===== src/cra_pkg.sv =====
// ----------------------------------------------------------------------------
// cra_pkg: shared types and constants for the cyclotomic ring ALU
// Coefficient width, operation codes, stage payload structs and the
// operand width conversions.
// ----------------------------------------------------------------------------
package cra_pkg;

  localparam int COEF_W    = 32;             // internal coefficient width, 8..64
  localparam int FIELD_W   = 32;             // coefficient width on the ports
  localparam int NORM_W    = 64;
  localparam int DEXP_W    = 6;
  localparam int ROT_W     = 3;
  localparam int ROT_N     = 8;              // powers of w before wrap
  localparam int NUM_COEF  = 4;
  localparam int NUM_PROD  = 16;             // every a_i * b_j pair
  localparam int TZ_W      = $clog2(COEF_W);
  localparam int IN_DATA_W  = 264;
  localparam int OUT_DATA_W = 264;

  typedef enum logic [3:0] {
    KIND_ADD   = 4'd0,
    KIND_SUB   = 4'd1,
    KIND_MUL   = 4'd2,
    KIND_ROT   = 4'd3,
    KIND_MSQ2  = 4'd4,
    KIND_DSQ2  = 4'd5,
    KIND_CONJ  = 4'd6,
    KIND_GDE   = 4'd7,
    KIND_NORM  = 4'd8
  } kind_e;

  typedef logic [NUM_COEF-1:0][COEF_W-1:0] coef_vec_t;
  typedef logic [NUM_PROD-1:0][NORM_W-1:0] prod_vec_t;

  typedef struct packed {
    kind_e            kind;
    coef_vec_t        a;
    coef_vec_t        b;
    logic [ROT_W-1:0] rot;
  } op_t;

  typedef struct packed {
    coef_vec_t         r;
    logic [DEXP_W-1:0] dexp;
    logic              zero;
  } lin_t;

  typedef struct packed {
    logic [NUM_COEF-1:0][FIELD_W-1:0] r;
    logic [NORM_W-1:0]                nrat;
    logic [NORM_W-1:0]                nroot;
    logic [DEXP_W-1:0]                dexp;
    logic                             zero;
  } res_t;

  // port coefficient to internal width, wrapping or sign extending
  function automatic logic [COEF_W-1:0] to_coef(input logic [FIELD_W-1:0] x);
    logic signed [127:0] ext;
    ext = 128'(signed'(x));
    return ext[COEF_W-1:0];
  endfunction

  // internal coefficient back to the port width
  function automatic logic [FIELD_W-1:0] to_field(input logic [COEF_W-1:0] c);
    logic signed [127:0] ext;
    ext = 128'(signed'(c));
    return ext[FIELD_W-1:0];
  endfunction

endpackage


===== src/cra_combine.sv =====
// ----------------------------------------------------------------------------
// cra_combine: result assembly
// Sums the registered products into the negacyclic product or the norm
// and merges them with the multiplier-free results.
// ----------------------------------------------------------------------------
module cra_combine
  import cra_pkg::*;
(
  input  kind_e     kind_i,
  input  prod_vec_t prod_i,
  input  lin_t      lin_i,
  output res_t      res_o
);

  logic [NUM_COEF-1:0][NORM_W-1:0] msum;
  logic [NORM_W-1:0] nrat;
  logic [NORM_W-1:0] nroot;

  // prod_i[i*4+j] holds a_i * b_j
  assign msum[0] = prod_i[0]  - prod_i[13] - prod_i[10] - prod_i[7];
  assign msum[1] = prod_i[4]  + prod_i[1]  - prod_i[14] - prod_i[11];
  assign msum[2] = prod_i[8]  + prod_i[5]  + prod_i[2]  - prod_i[15];
  assign msum[3] = prod_i[12] + prod_i[9]  + prod_i[6]  + prod_i[3];

  assign nrat  = prod_i[0] + prod_i[5] + prod_i[10] + prod_i[15];
  assign nroot = prod_i[1] + prod_i[6] + prod_i[11] - prod_i[3];

  always_comb begin
    res_o      = '0;
    res_o.dexp = lin_i.dexp;
    res_o.zero = lin_i.zero;
    for (int j = 0; j < NUM_COEF; j++) begin
      if (kind_i == KIND_MUL) begin
        res_o.r[j] = to_field(msum[j][COEF_W-1:0]);
      end else begin
        res_o.r[j] = to_field(lin_i.r[j]);
      end
    end
    if (kind_i == KIND_NORM) begin
      res_o.nrat  = nrat;
      res_o.nroot = nroot;
    end
  end

endmodule


===== config.mk =====
export PLATFORM = sky130hd
export DESIGN_NAME = cra_combine
export DESIGN_NICKNAME = d
export VERILOG_FILES = /design/src/cra_pkg.sv /design/src/cra_combine.sv
export SDC_FILE = /design/constraint.sdc
export NUM_CORES = 2
export LEC_CHECK = 0
export ABC_AREA = 1
export BUFFER_PORTS_ARGS = -buffer_cell sky130_fd_sc_hd__buf_2
export CORE_AREA = 2 2 551 553
export DETAILED_ROUTE_END_ITERATION = 12
export DIE_AREA = 0 0 553 555
export GPL_TIMING_DRIVEN = 0
export SLEW_MARGIN = 40
export SYNTH_ARGS = -nofsm -noshare
export SYNTH_HDL_FRONTEND = slang
export SYNTH_SLANG_ARGS = --single-unit

===== constraint.sdc =====
create_clock -name vclk -period 4.65
set_input_delay 0.93 -clock vclk [all_inputs]
set_output_delay 0.93 -clock vclk [all_outputs]
set_load 0.1 [all_outputs]

### After elaboration in Yosys (flattened, before gate mapping)

Index checks and enable logic that the tools add are counted.

| cells by class | value |
|---|---|
| add/sub/neg operators | 18 |
| eq/ne operators | 2 |
| mux-type cells | 5 |

Operators by type and width:

| kind | number |
|---|---|
| $add A64 B64 Y64 | 5 |
| $add A32 B32 Y32 | 6 |
| $sub A32 B32 Y32 | 6 |
| $mux W128 | 1 |
| $mux W32 | 4 |
| $sub A64 B64 Y64 | 1 |
| $eq A4 B2 Y1 const B | 1 |
| $eq A4 B4 Y1 const B | 1 |

| storage, ports and cells | value |
|---|---|
| flip-flop bits (word level) | 0 |
| input port bits | 1,163 |
| logic and storage cells | 25 |

### Logic depth before layout (Yosys ltp)

| depth | value |
|---|---|
| depth in word-level cells | 4 |
| depth in mapped cells | 21 |

### Worst setup path before layout

OpenSTA, ideal clock, no wires.

| timing path | value |
|---|---|
| path kind | input to output |
| from | input port prod_i[193] (netlist name) |
| to | output port res_o[244] (netlist name) |
| arrival time | 5.369 ns |
| data required time | 3.720 ns |
| slack | -1.649 ns |
| stages on the path | 14 |
| path through | inv_1 -> fa_1 -> fa_1 -> inv_1 -> ha_1 -> inv_1 -> fa_1 -> o21ai_1 -> nand2_1 -> nand2_1 -> nand2_1 -> nand2_1 -> xnor2_1 -> o21ai_0 |

RTL lines:

| element | RTL line | RTL |
|---|---|---|
| start: declaration | cra_combine.sv:10 | `input prod_vec_t prod_i,` |
| end: declaration | cra_combine.sv:12 | `output res_t res_o` |

==> results by group <==
Synthesis
  – Simple-Gate Fraction of Synth Area: 0.299
  – Mean area per synthesized cell: 5.77 um2
  – Post-synthesis mux area share: 0
  – Post-synthesis xor/xnor area fraction: 0.0261
  – Synth Area in Compound Gates: 0.0807
  – Cell count after synthesis: 6161
  – Synthesized area: 35500 um2
  – Part of the Yosys area used for sequential elements: 0
  – Synthesized Nets: 8076
  – Largest family of logic cells by synthesized area: adder cells
  – Synth unique cells: 32
  – Synth warn: 0
  – Adder-Cell Fraction of Synth Area: 0.371

Floorplanning
  – Die Wd: 553 um
  – Std-Cell Rows: 202
  – Die ar.: 307000 um2
  – Core Area: 301000 um2
  – Die Ht: 555 um
  – Num ports: 1426
  – Initial Utilization: 0.118

Finish
  – Syn-to-layout area delta: 87.6%
  – Sequential cell area: 0 um2
  – Post-route insts no fill: 11800
  – # clk buffers: 0
  – Fill cells: 33600
  – Layout cells sized above 1: 0.479
  – Final Net Count: 9591
  – Final sequential cell count: 0

Route
  – Vias per Instance: 3.82
  – Via Count: 45000
  – Initial DRT Pass Iterations: 5
  – Total wire length: 309 mm
  – Residual DRC: 0
  – Detailed Route Iter0 Violations: 2854
  – DRT antenna net count: 0
  – WL per Instance: 26.3 um

Global routing
  – Vias in the first global route: 44700
  – Antenna violations before repair: 263
  – Grt ovf: 0
  – Pin count of the biggest net entering global routing: 11
  – GRT Overall Usage: 0.193
  – First-pass GRT wire length: 396 mm

Power and ir drop
  – Peak VDD IR: 159 uV
  – P per Cell Area: 404 nW/um2
  – Leakage: 33.9 nW

Placement
  – Buffers on Ports: 1163
  – # placed instances: 11300
  – Pre-CTS setup slack: -1700 ps
  – Final HPWL from detailed placement: 282 mm
  – Final RePlAce weighted congestion: 1.02

Timing
  – Worst-Margin Slew: 980 ps
  – RSZ-0062 raised after global routing: true
  – Final Worst Setup Slack: -471 ps
  – Final period util: 1.10
  – Setup TNS: -47800 ps
  – Fin crit period: 5120 ps
  – Final Setup Violations: 214
  – Final Hold Viols: 0
  – Slew headroom: 0.347
  – Max-slew violation count: 0
  – Peak Freq: 195 MHz

Worst hold path
  – Worst hold-check path type: in -> out

CTS
  – Hold-fix buffers, CTS: 0

Critical path
  – Worst EP required: 3720 ps
  – CP Capture Type: primary output
  – CP startpoint kind: primary input
  – Crit-path max FO: 3
  – Kind of critical path: in -> out
  – CP arrival: 4190 ps

Flow run
  – Max Cap Viol: 0

Status
  – Failing checks: setup timing
  – Outcome: complete, but fails checks
-- synthesized netlist by cell type (all sizes together), types with 10 or more instances --
cell type	count	area, um2
o21ai	178	891
and2	13	81.3
nand2	1795	6740
o21a	14	105
ha	252	3150
fa	500	10000
xnor2	93	815
nor4	10	92.6
a21o	10	75.1
nor3	46	230
nand3	261	1310
nor2	467	1760
buf	20	125
nand3b	25	188
a21oi	317	1590
nand4	19	119
inv	2058	7720
o21bai	24	180
clkbuf	27	101
xor2	13	114
-- worst max-delay path: stages --
cell and delay (ps):
buf_8 80, inv_6 40, fa_2 590, fa_1 420, inv_2 80, ha_4 170
inv_2 50, fa_2 390, inv_2 100, nand3_4 100, nor2_4 180, nand2_2 80
nand3_4 130, nand2_4 90, nand2_8 110, buf_4 140, o21ai_4 50, a21oi_4 200
buf_12 220
-- cell type report --
| class | count | area, um2 | share of cell area |
|---|---|---|---|
| antenna | 111 | 278 | 0.00417 |
| inverter | 2058 | 7910 | 0.119 |
| buffer | 47 | 265 | 0.00398 |
| tap | 3978 | 4980 | 0.0747 |
| timing repair buffer | 1513 | 12900 | 0.194 |
| multi-input combinational | 4056 | 40300 | 0.604 |
-- logic make-up (layout without fill, tap and decap cells) --
family          count (synthesis)  after routing
fa+ha+maj                     752            752
xor+xnor                      106            106
buf+inv                      2105           3618
simple gates                 2651           2651
compound gates                547            547
other cells                     0            111
-- through the flow --
stage          total power [mW]  instance area [um2]  hold WS (ps)  utilization
2_1_floorplan              11.1                37800          2070            -
3_3_place_gp               17.2                48600          2240        0.161
3_5_place_dp               17.3                48900          2240        0.162
4_1_cts                    24.3                62700          2240        0.208
5_1_grt                    28.7                66600          2250        0.221
6_report                   26.9                66700          2240        0.221
-- placed cells by master (no fill, tap or decap), types with 182 or more instances in the layout --
cell / n
nand2_1: 1099
inv_1: 1800
inv_2: 204
nand2_4: 243
ha_4: 182
buf_2: 872
buf_4: 262
nor2_4: 193
fa_1: 435
nand2_2: 395
buf_12: 240
-- routing by layer --
| metal | track usage | wire [um] | share of wire |
|---|---|---|---|
| met5 | 0 | 769 | 0.0025 |
| met4 | 0.0765 | 15700 | 0.051 |
| met3 | 0.0935 | 39100 | 0.13 |
| met2 | 0.279 | 125000 | 0.40 |
| met1 | 0.243 | 129000 | 0.42 |
-- timing repair --
item,in CTS,in global routing
setup buffers,224,116
pin swaps,640,473
resized for setup,3010,661
setup endpoints to repair,232,229
-- power by group --
part / switching [mW] / internal (mW)
logic: 16.7 / 10.2
clock network: 0 / 0.00000258
registers: 0 / 0
total: 16.7 / 10.2
-- worst paths after layout --
check,from,end,slack [ps],cells after the start
max,prod_i[321],res_o[90],-470,19
min,lin_i[3],res_o[3],2240,2
Note: power is estimated with default switching activity, not from simulation.
